## src/design/tlge_pkg.sv

```systemverilog
`timescale 1ns / 1ps
`default_nettype none

package tlge_pkg;

    // Default grid size.
    localparam int GRID_WIDTH_DEF  = 64;
    localparam int GRID_HEIGHT_DEF = 64;

    // Fixed field widths of the command and row channels.
    localparam int CMD_W      = 3;
    localparam int COORD_W    = 6;
    localparam int ROW_BITS_W = 64;

    // Command codes.
    localparam logic [CMD_W-1:0] CMD_STEP  = 3'd0;
    localparam logic [CMD_W-1:0] CMD_SET   = 3'd1;
    localparam logic [CMD_W-1:0] CMD_CLR   = 3'd2;
    localparam logic [CMD_W-1:0] CMD_CLRALL = 3'd3;
    localparam logic [CMD_W-1:0] CMD_READ  = 3'd4;

    // B3/S23 rule: a cell is born on three neighbors and survives on two or three.
    localparam logic [3:0] BIRTH_COUNT   = 4'd3;
    localparam logic [3:0] SURVIVE_COUNT = 4'd2;

    // Control shared by every row cell of the chain.
    typedef struct packed {
        logic shift;
        logic clear;
    } t_cell_ctrl;

endpackage

`default_nettype wire

```

## src/design/tlge_row_rule.sv

```systemverilog
`timescale 1ns / 1ps
`default_nettype none

module tlge_row_rule #(
    parameter int ROW_W = tlge_pkg::GRID_WIDTH_DEF
) (
    input  wire logic [ROW_W-1:0] i_up,
    input  wire logic [ROW_W-1:0] i_mid,
    input  wire logic [ROW_W-1:0] i_dn,
    output logic      [ROW_W-1:0] o_next
);
    import tlge_pkg::*;

    // Each column counts its eight neighbors, wrapping at both row ends.
    for (genvar x = 0; x < ROW_W; x++) begin : g_col
        localparam int XL = (x == 0) ? ROW_W - 1 : x - 1;
        localparam int XR = (x == ROW_W - 1) ? 0 : x + 1;

        logic [3:0] count;

        assign count = 4'(i_up[XL]) + 4'(i_up[x]) + 4'(i_up[XR])
                     + 4'(i_mid[XL]) + 4'(i_mid[XR])
                     + 4'(i_dn[XL]) + 4'(i_dn[x]) + 4'(i_dn[XR]);

        assign o_next[x] = (count == BIRTH_COUNT)
                        || (i_mid[x] && (count == SURVIVE_COUNT));
    end

endmodule

`default_nettype wire

```

## config.mk

```make
export PLATFORM = sky130hd
export DESIGN_NAME = tlge_row_rule
export DESIGN_NICKNAME = d
export VERILOG_FILES = /design/src/design/tlge_pkg.sv /design/src/design/tlge_row_rule.sv
export SDC_FILE = /design/constraint.sdc
export NUM_CORES = 1
export LEC_CHECK = 0
export BUFFER_PORTS_ARGS = -buffer_cell sky130_fd_sc_hd__buf_2
export CORE_MARGIN = 10
export CORE_UTILIZATION = 50
export DETAILED_ROUTE_END_ITERATION = 12
export GPL_ROUTABILITY_DRIVEN = 0
export PLACE_DENSITY = 0.78
export SETUP_SLACK_MARGIN = 0.4
export SKIP_LAST_GASP = 1
export SYNTH_ARGS = -nofsm -noshare
export SYNTH_HDL_FRONTEND = slang
export SYNTH_SLANG_ARGS = --single-unit
```

## constraint.sdc

```tcl
create_clock -name vclk -period 7.4
set_input_delay 0.37 -clock vclk [all_inputs]
set_output_delay 0.37 -clock vclk [all_outputs]
set_load 0.02 [all_outputs]
```

== Word level (Yosys, flattened, before mapping) ==
Index checks and enable logic that the tools add are counted.

* Add/sub/neg operators: 448
* Equality and inequality tests: 128
* Reductions and logical operators: 128

{| class="wikitable"
|+ Operators with widths
! cell !! count
|-
| $add A4 B1 Y4 || 256
|-
| $eq A4 B2 Y1 const B || 128
|-
| $add A3 B1 Y4 || 64
|-
| $add A2 B1 Y3 || 64
|-
| $add A1 B1 Y2 || 64
|-
| $logic_and A1 B1 Y1 || 64
|-
| $logic_or A1 B1 Y1 || 64
|}

* Register bits: 0
* Bits of input ports: 192
* Word-level logic and storage cells: 704

== Longest topological paths before layout ==
* Depth in word-level cells: 10
* Depth in mapped cells: 9

== Least setup slack after synthesis ==
Ideal clock, no wire load.

* Path type: input -> output
* Start point: input port i_up[0]
* End point: output port o_next[63]
* Arrival time: 3077 ps
* Setup slack: 3953 ps
* Stages on the path: 9
* Cells stage by stage: inv_1 fa_1 fa_1 fa_1 inv_1 ha_1 fa_1 or2_1 a21oi_1

* Cells in the longest elaborated chain, start to end: 9
* Elaborated cells between the ends (all ways): 10
* Classes of those cells: add/sub: 6; eq/ne: 2; reduce/logical: 2

{| class="wikitable"
|+ Ends and longest elaborated chain
! element !! line !! text
|-
| start: declaration || tlge_row_rule.sv:7 || <nowiki>input wire logic [ROW_W-1:0] i_up,</nowiki>
|-
| $add A2 B1 Y3 (*) || tlge_row_rule.sv:21 || <nowiki>assign count = 4'(i_up[XL]) + 4'(i_up[x]) + 4'(i_up[XR])</nowiki>
|-
| $add A3 B1 Y4 (*) || tlge_row_rule.sv:22 || <nowiki>+ 4'(i_mid[XL]) + 4'(i_mid[XR])</nowiki>
|-
| $add A4 B1 Y4 (*) || tlge_row_rule.sv:22 ||
|-
| $add A4 B1 Y4 (*) (3 in a row) || tlge_row_rule.sv:23 || <nowiki>+ 4'(i_dn[XL]) + 4'(i_dn[x]) + 4'(i_dn[XR]);</nowiki>
|-
| $eq A4 B2 Y1 || tlge_row_rule.sv:26 || <nowiki>|| (i_mid[x] && (count == SURVIVE_COUNT));</nowiki>
|-
| $logic_and A1 B1 Y1 || tlge_row_rule.sv:26 ||
|-
| $logic_or A1 B1 Y1 (*) || tlge_row_rule.sv:26 ||
|-
| end: declaration || tlge_row_rule.sv:10 || <nowiki>output logic [ROW_W-1:0] o_next</nowiki>
|}

Every way passes the cells marked *; elsewhere a longest branch is shown, timed or not.

== Final worst setup path ==
* Start point: input port i_up[37]
* End point: output port o_next[38]

* Cells in the longest elaborated chain, start to end: 10
* Elaborated cells between the ends (all ways): 11
* Classes of those cells: add/sub: 7; eq/ne: 2; reduce/logical: 2

{| class="wikitable"
|+ Ends and longest elaborated chain
! element !! line
|-
| $add A1 B1 Y2 (*) || tlge_row_rule.sv:21
|-
| $add A2 B1 Y3 (*) || tlge_row_rule.sv:21
|-
| $add A3 B1 Y4 (*) || tlge_row_rule.sv:22
|-
| $add A4 B1 Y4 (*) || tlge_row_rule.sv:22
|-
| $add A4 B1 Y4 (*) (3 in a row) || tlge_row_rule.sv:23
|-
| $eq A4 B2 Y1 || tlge_row_rule.sv:26
|-
| $logic_and A1 B1 Y1 || tlge_row_rule.sv:26
|-
| $logic_or A1 B1 Y1 (*) || tlge_row_rule.sv:26
|}

Marks and branches as above.

==> key figures <==
Yosys
  • Syn Area/Cell: 8.96 um^2
  • Post-Syn Area: 10900 um^2
  • Mapped Nets: 1855
  • Yosys warns: 0
  • Distinct cells, synth: 8
  • Post-synthesis cell count: 1215
  • Seq/Total Area, Yosys: 0%

Power and ir drop
  • Lkg Pwr: 7.32 nW
  • PwrDens: 147 nW/um^2
  • VDD IR max: 0.0999 mV

Die
  • Die footprint: 28100 um^2
  • # rows: 53
  • Initial core utilization: 51.3%
  • Die height: 168 um
  • Core area: 21200 um^2
  • Ports: 256
  • Die Width: 168 um

Setup path
  • Setup crit end kind: primary output
  • Crit-path leading delay family: adder cells
  • Worst setup SP type: primary input
  • CP required: 7030 ps
  • Critical-path cell list: buf_2, inv_1, fa_1, fa_1, fa_1, inv_1, ha_1, fa_1, or2_1, a21oi_1, buf_2
  • Slowest CP cell: fa_1
  • Most frequent CP cell: fa_1
  • Crit-path max FO: 2
  • Worst Path Buf+Inv: 4
  • Critical path class: primary input to primary output
  • WP data arrival: 3350 ps
  • Critical Path Max Stage Delay: 560 ps
  • Worst path depth: 11

Routing
  • Via count: 8343
  • Wire per inst: 13.8 um
  • Antenna-violating nets left: 0
  • Drt drc: 0
  • Via-to-Cell Ratio: 4.76
  • WL final: 24.2 mm
  • Initial DRC Count: 253
  • Pre-Repair DR Iteration Count: 4

Layout
  • Register area: 0 um^2
  • Area of the multi-input gates: 9210 um^2
  • FILL cells: 1913
  • Fin nets: 2113
  • Layout Utilization: 59.0%
  • Clock buffers: 0
  • Layout cells sized above 1: 17.4%
  • Synthesis-to-finish area growth: 15.1%
  • Seq cells: 0

Timing
  • RSZ-0062 raised after global routing: no
  • Slew Viols, Final: 0
  • Final period util: 50.3%
  • Total Neg Setup Slack: 0 ps
  • Final hold viol count: 0
  • Final setup vio count: 0
  • Fin crit period: 3720 ps
  • Max frequency: 269 MHz
  • Fin Hold WS: 1170 ps
  • Slew HR: 82.1%
  • Worst Tran Pin Value: 269 ps

Worst hold path
  • HP Class: primary input to primary output
  • Cell depth of the worst hold path: 4

Job
  • Max-Cap Viols: 0

Global routing
  • Total grt overflow: 0
  • Largest net degree at the start of global routing: 4
  • Initial antenna violation count: 9
  • First-pass GRT wire length: 42.8 mm
  • GR Util All Layers: 17.6%
  • Number of global-route vias before repair: 9662

Placement
  • HPWL after DPL: 23.9 mm
  • IO buf count: 256

Clocking
  • Resized Gates After CTS: 0
  • CTS Hold Bufs: 0
  • Setup Fix Bufs, Post-CTS: 0

Outcome
  • Status: completed
## routing by layer
metal,GRT usage [%],share of wire (%)
met5,0,0.19
met4,2.76,1.7
met3,2.95,5.3
met2,31.9,51
met1,21.7,42
## power breakdown
part | leakage, nW | switching, mW | internal, mW
registers | 0 | 0 | 0
clock network | 0.0000380 | 0 | 0.000000109
logic | 7.32 | 1.08 | 0.766
## cells by family after synthesis
group,synth area share [%]
adder cells (fa/ha/maj),69.1
buffers and inverters,15.4
AO/OA/AOI/OAI,8.83
AND/OR/NAND/NOR,6.62
## path summary, 6_finish.rpt
| kind | from | endpoint |
|---|---|---|
| setup / recovery | i_up[37] | o_next[38] |
| hold / removal | i_mid[17] | o_next[17] |
## through the flow
step / total power [mW] / cells / worst slack (ps) / area (um^2)
2_1_floorplan: 1.33 / 1215 / 3950 / 10900
3_3_place_gp: 1.77 / 1746 / 3740 / 12500
3_5_place_dp: 1.87 / 1746 / 3700 / 12500
4_1_cts: 1.88 / 1746 / 3680 / 12500
5_1_grt: 2.18 / 1750 / 3570 / 12500
6_report: 1.85 / 1752 / 3680 / 12500
## cell usage in the layout (no fill, tap or decap)
cell	n
inv_1	447
fa_1	256
a21oi_1	128
ha_1	192
or2_1	49
nand3_1	64
or2_0	15
o21ai_0	64
diode_2	6
buf_2	256
## layout make-up
type	instances	area share, %
multi-input cells	768	73.5
repair buffers	256	10.2
well taps	275	2.75
inverters	447	13.4
diodes	6	0.120
## cells in the mapped netlist (all sizes together)
library cell	count	area [um^2]
a21oi	128	641
inv	447	1680
ha	192	2400
o21ai	64	320
or2	64	400
fa	256	5120
nand3	64	320
## worst min-delay path: stages
cell	delay [ps]
buf_2	90
o21ai_0	70
a21oi_1	100
buf_2	170
No activity file was read; power rests on OpenSTA's default activity.
