$ cat src/design/tlge_pkg.sv
`timescale 1ns / 1ps
`default_nettype none

package tlge_pkg;

    // Default grid size.
    localparam int GRID_WIDTH_DEF  = 64;
    localparam int GRID_HEIGHT_DEF = 64;

    // Fixed field widths of the command and row channels.
    localparam int CMD_W      = 3;
    localparam int COORD_W    = 6;
    localparam int ROW_BITS_W = 64;

    // Command codes.
    localparam logic [CMD_W-1:0] CMD_STEP  = 3'd0;
    localparam logic [CMD_W-1:0] CMD_SET   = 3'd1;
    localparam logic [CMD_W-1:0] CMD_CLR   = 3'd2;
    localparam logic [CMD_W-1:0] CMD_CLRALL = 3'd3;
    localparam logic [CMD_W-1:0] CMD_READ  = 3'd4;

    // B3/S23 rule: a cell is born on three neighbors and survives on two or three.
    localparam logic [3:0] BIRTH_COUNT   = 4'd3;
    localparam logic [3:0] SURVIVE_COUNT = 4'd2;

    // Control shared by every row cell of the chain.
    typedef struct packed {
        logic shift;
        logic clear;
    } t_cell_ctrl;

endpackage

`default_nettype wire

$ cat src/design/tlge_row_cell.sv
`timescale 1ns / 1ps
`default_nettype none

module tlge_row_cell #(
    parameter int ROW_W = tlge_pkg::GRID_WIDTH_DEF
) (
    input  wire logic                i_clk,
    input  wire logic                i_rst_n,
    input  wire tlge_pkg::t_cell_ctrl i_ctrl,
    input  wire logic [ROW_W-1:0]    i_shift_in,
    output logic      [ROW_W-1:0]    o_row
);
    import tlge_pkg::*;

    logic [ROW_W-1:0] r_row;

    // One grid row; it takes its neighbor's row whenever the chain rotates.
    always_ff @(posedge i_clk) begin
        if (!i_rst_n) begin
            r_row <= '0;
        end else if (i_ctrl.clear) begin
            r_row <= '0;
        end else if (i_ctrl.shift) begin
            r_row <= i_shift_in;
        end
    end

    assign o_row = r_row;

endmodule

`default_nettype wire

$ cat config.mk
export PLATFORM = sky130hd
export DESIGN_NAME = tlge_row_cell
export DESIGN_NICKNAME = d
export VERILOG_FILES = /design/src/design/tlge_pkg.sv /design/src/design/tlge_row_cell.sv
export SDC_FILE = /design/constraint.sdc
export NUM_CORES = 1
export LEC_CHECK = 0
export ABC_AREA = 1
export BUFFER_PORTS_ARGS = -buffer_cell sky130_fd_sc_hd__buf_4
export CORE_MARGIN = 2
export CORE_UTILIZATION = 45
export DETAILED_ROUTE_END_ITERATION = 10
export GPL_ROUTABILITY_DRIVEN = 1
export GPL_TIMING_DRIVEN = 0
export PLACE_DENSITY_LB_ADDON = 0.2
export SYNTH_ARGS = -nofsm -noshare
export SYNTH_HDL_FRONTEND = slang
export SYNTH_SLANG_ARGS = --single-unit
$ cat constraint.sdc
create_clock -name i_clk -period 0.8 [get_ports i_clk]
set_input_delay 0.08 -clock i_clk [delete_from_list [all_inputs] [get_ports i_clk]]
set_output_delay 0.08 -clock i_clk [all_outputs]
set_load 0.02 [all_outputs]
== Word-level counts from Yosys, hierarchy flattened ==
Cells that the tools add are included.

* Reduce and logical (&&, ||, !) cells: 1
* Bitwise gates (word level): 1

{| class="wikitable"
|+ Operators by type and width
! kind !! count
|-
| 2-bit OR reduction || 1
|-
| 1-bit inverter || 1
|}

* Input bits: 68
* Word-level logic and storage cells: 3
* Register bits after elaboration: 64
* Output and inout port bits: 64

== Logic depth before layout (Yosys ltp) ==
* Word-level depth: 2
* Mapped depth: 4
* Mapped depth without buffers: 3

== Worst setup path after synthesis ==
Ideal clock, no wire load.

* Path type: register to register
* Start point: register o_row[0] (netlist name)
* End point: register r_row[0], in the netlist o_row[0]
* Cell stages (with the launch flop): 3
* Path buffers: 0
* Slack: 0.128 ns
* Clock period less this slack: 0.672 ns
* Data required time: 0.734 ns
* Setup time: 0.066 ns
* Arrival time: 0.605 ns
* Cell sequence: dfxtp_1 > nand2_1 > a21oi_2

{| class="wikitable"
|+ RTL lines
! item !! line !! source
|-
| end signal: assignment || tlge_row_cell.sv:24 || <nowiki>r_row <= i_shift_in;</nowiki>
|-
| end: declaration || tlge_row_cell.sv:15 || <nowiki>logic [ROW_W-1:0] r_row;</nowiki>
|}

== Final worst setup path ==
* Start point: register r_row[53], in the netlist o_row[53]
* End point: output port o_row[53]

{| class="wikitable"
|+ RTL lines
! item !! line !! source
|-
| end: declaration || tlge_row_cell.sv:11 || <nowiki>output logic [ROW_W-1:0] o_row</nowiki>
|}

No word-level cell between the ends.

==> flow_metrics.py <==
metrics = {
    "power": {
        "p_switching_uw": 1840,
        "clockPowerShare_pct": 36.1,
        "netSwitchingFraction_pct": 25.1,
        "power_frac_comb_pct": 18.0,
        "pwr-share-seq_pct": 46.0,
        "leakage_uw": 0.00195,
        "p_int_uw": 5510,
        "p_per_area_nw_per_um2": 1590,
        "peakVddDrop_mv": 1.02,
    },
    "setup_path": {
        "rr_endpoint": "o_row[63]",
        "slowest_stage": "dfxtp_2",
        "critPathArrivalTime_ps": 790,
        "critPathMaxStageDelay_ps": 350,
        "r2r_setup_slack_ps": 10,
        "path_max_fanout": 2,
        "worstSetupEndpointType": "output pin",
        "cp.depth": 1,
        "worst-path-buf-inv": 1,
        "worst_ep_required_time_ps": 720,
        "crit_end": "o_row[53]",
        "r2r-start": "o_row[63]",
        "r2r_cells": 4,
        "worstSetupStartpoint": "o_row[53]",
        "cp_cell_sequence": "buf_6",
        "worstSetupPathType": "reg2out",
        "critPathTopFamily": "flip-flops",
        "crit_path_start_kind": "register",
    },
    "die": {
        "dieWidth_um": 79.6,
        "core_region_area_sq_um": 5510,
        "num_rows": 27,
        "die_h_um": 79.6,
        "die-area_sq_um": 6340,
        "io_pins": 132,
        "start_util_pct": 46.7,
    },
    "routing": {
        "wl_per_cell_um": 14.3,
        "drt_iter0_markers": 61,
        "dr.pass1.iters": 4,
        "wirelength_um": 7810,
        "drcViolationCount": 0,
        "routed-via-count": 2601,
        "routed_via_density": 4.76,
        "ant_nets": 0,
    },
    "finish": {
        "seqCellArea_sq_um": 1360,
        "diodes": 0,
        "fillers": 318,
        "drive_gt1_share_pct": 71.5,
        "nNetsFinal": 538,
        "multi_input_area_sq_um": 1110,
        "area_delta_synth_final_pct": 79.5,
        "finalInstanceArea_sq_um": 4620,
        "largest_reg_flops": 64,
    },
    "timing": {
        "max_freq_mhz": 1150,
        "finalSetupViolCount": 64,
        "fin_crit_ps": 872,
        "hold_slack_ps": 9.59,
        "hold_viol_final": 0,
        "worst_pin_slew_ps": 306,
        "skew_ps": 0,
        "setup_slack_ps": -71.8,
        "rsz0062_at_grt": "true",
        "max-slew-margin-rel_pct": 79.6,
        "fin_crit_sh_pct": 109,
        "drv_slew": 0,
    },
    "logic_synthesis": {
        "synth_warnings": 0,
        "synth_commonest_cells": "nand2_1 (98), dfxtp_1 (64), a21oi_2 (60)",
        "synth_top_area_share_pct": 49.8,
        "avgSynthCellArea_sq_um": 9.25,
        "synth_seq_area_share_pct": 49.8,
        "synthCells": 278,
        "async_reset_ff_share_pct": 0,
        "synth_area_sq_um": 2570,
        "ys_ff_latch": 64,
        "synthTopCellsByArea": "dfxtp_1 (50%), a21oi_2 (20%), nand2_1 (14%)",
        "yosysTopAreaCell": "dfxtp_1",
        "synth_edf_count": 0,
        "synthFlopType": "dfxtp_1",
        "synth.distinct_cells": 11,
        "synth.most_common_cell": "nand2_1",
        "synth_fp_nets": 346,
    },
    "global_route": {
        "grt_remaining_overflow": 0,
        "met3_usage_pct": 6.33,
        "grt_pass1_wl_um": 11800,
        "top_usage_layer": "met2",
        "grt_pass1_vias": 2534,
        "grt_usage_pct": 24.1,
        "grt_use_met2_pct": 41.8,
        "grt_antenna_before_repair": 0,
        "grt_max_degree": 11,
        "use_met1_pct": 27.9,
    },
    "clock_tree": {
        "clkLatencyLatePin_ps": 320,
        "cts_root_buf": "clkbuf_8",
        "cts_buffers": 9,
        "htree_levels": 3,
        "clkTransAtPathRegs_ps": 70,
        "clkSinkCount": 64,
        "cts_buffer_depth": 2,
        "cts_tree": "done",
    },
    "hold_path": {
        "hp-class": "in2reg",
        "min-delay-start": "i_shift_in[11]",
    },
    "placement": {
        "place_area_sq_um": 3650,
        "hpwl_um": 4480,
        "gp_congestion": 0.742,
        "numPortBuffers": 131,
        "dpl_worst_slack_ps": -104,
    },
    "job": {
        "cap_viol_max_count": 0,
    },
    "outcome": {
        "violations": "negative setup slack",
        "outcome": "complete, but fails checks",
    },
}
layer usage:
layer | up-vias | part of all wire [%]
met2 | 97 | 52
met1 | 1224 | 40
met4 | 0 | 1.7
met5 | - | 0
li1 | 1268 | -
met3 | 12 | 6.8
worst min-delay path by stage:
| stage | to | slack, ps | cells after the start |
|---|---|---|---|
| 3_3_place_gp | o_row[60] | 340 | 3 |
| 3_5_place_dp | o_row[60] | 350 | 3 |
| 6_report | o_row[11] | 10 | 3 |
| 2_1_floorplan | o_row[60] | 220 | 2 |
| 5_1_grt | o_row[11] | 6 | 3 |
| 4_1_cts | o_row[53] | 0.2 | 3 |
area by class of cell:
| type | count | share of cell area, % |
|---|---|---|
| buffer | 19 | 3.82 |
| sequential | 64 | 29.5 |
| tap | 72 | 1.95 |
| clock inverter | 4 | 0.976 |
| multi-input combinational | 193 | 24.1 |
| timing repair buffer | 181 | 36.4 |
| clock buffer | 11 | 3.06 |
| inverter | 2 | 0.163 |
power by group through the flow:
stage | clock [uW] | sequential, uW | combinational, uW
after floorplan | 0 | 3530 | 443
after global placement | 0 | 3410 | 1060
after detailed placement | 0 | 3410 | 1070
after CTS | 2720 | 3380 | 1260
after global routing | 2860 | 3390 | 1410
final | 2660 | 3380 | 1320
metrics by stage:
stage / TNS, ps / power, uW / utilization [%] / std cells
after floorplan: 0 / 3970 / - / 278
after global placement: -4210 / 4470 / 66.2 / 481
after detailed placement: -5150 / 4480 / 66.2 / 481
after CTS: -4350 / 7350 / 81.1 / 528
after global routing: -5520 / 7660 / 83.8 / 546
final: -3660 / 7360 / 83.8 / 546
cells in the final DEF (no fill, tap or decap):
cell / n
a21oi_1: 3
a21oi_2: 61
buf_12: 3
buf_2: 12
buf_4: 84
buf_6: 65
buf_8: 3
bufinv_16: 1
clkbuf_1: 1
clkbuf_8: 10
clkinv_2: 3
dfxtp_2: 64
dlygate4sd3_1: 33
inv_1: 1
inv_2: 1
nand2_1: 97
nand2_2: 32
cell families (layout without fill, tap and decap cells):
logic type / Yosys count / in the layout / synth area share, %
DFF: 64 / 64 / 49.8
buffers and inverters: 21 / 217 / 7.15
AOI/OAI and AO/OA: 64 / 64 / 21.2
and+or+nand+nor: 129 / 129 / 21.8
repair_timing:
action	4_1_cts	5_1_grt
setup buffers	2	15
endpoints found under the hold margin	30	3
endpoints found under the setup margin	64	64
pin swaps	0	0
gates resized for setup	128	2
hold buffers	30	3
Note: power is estimated with default switching activity, not from simulation.
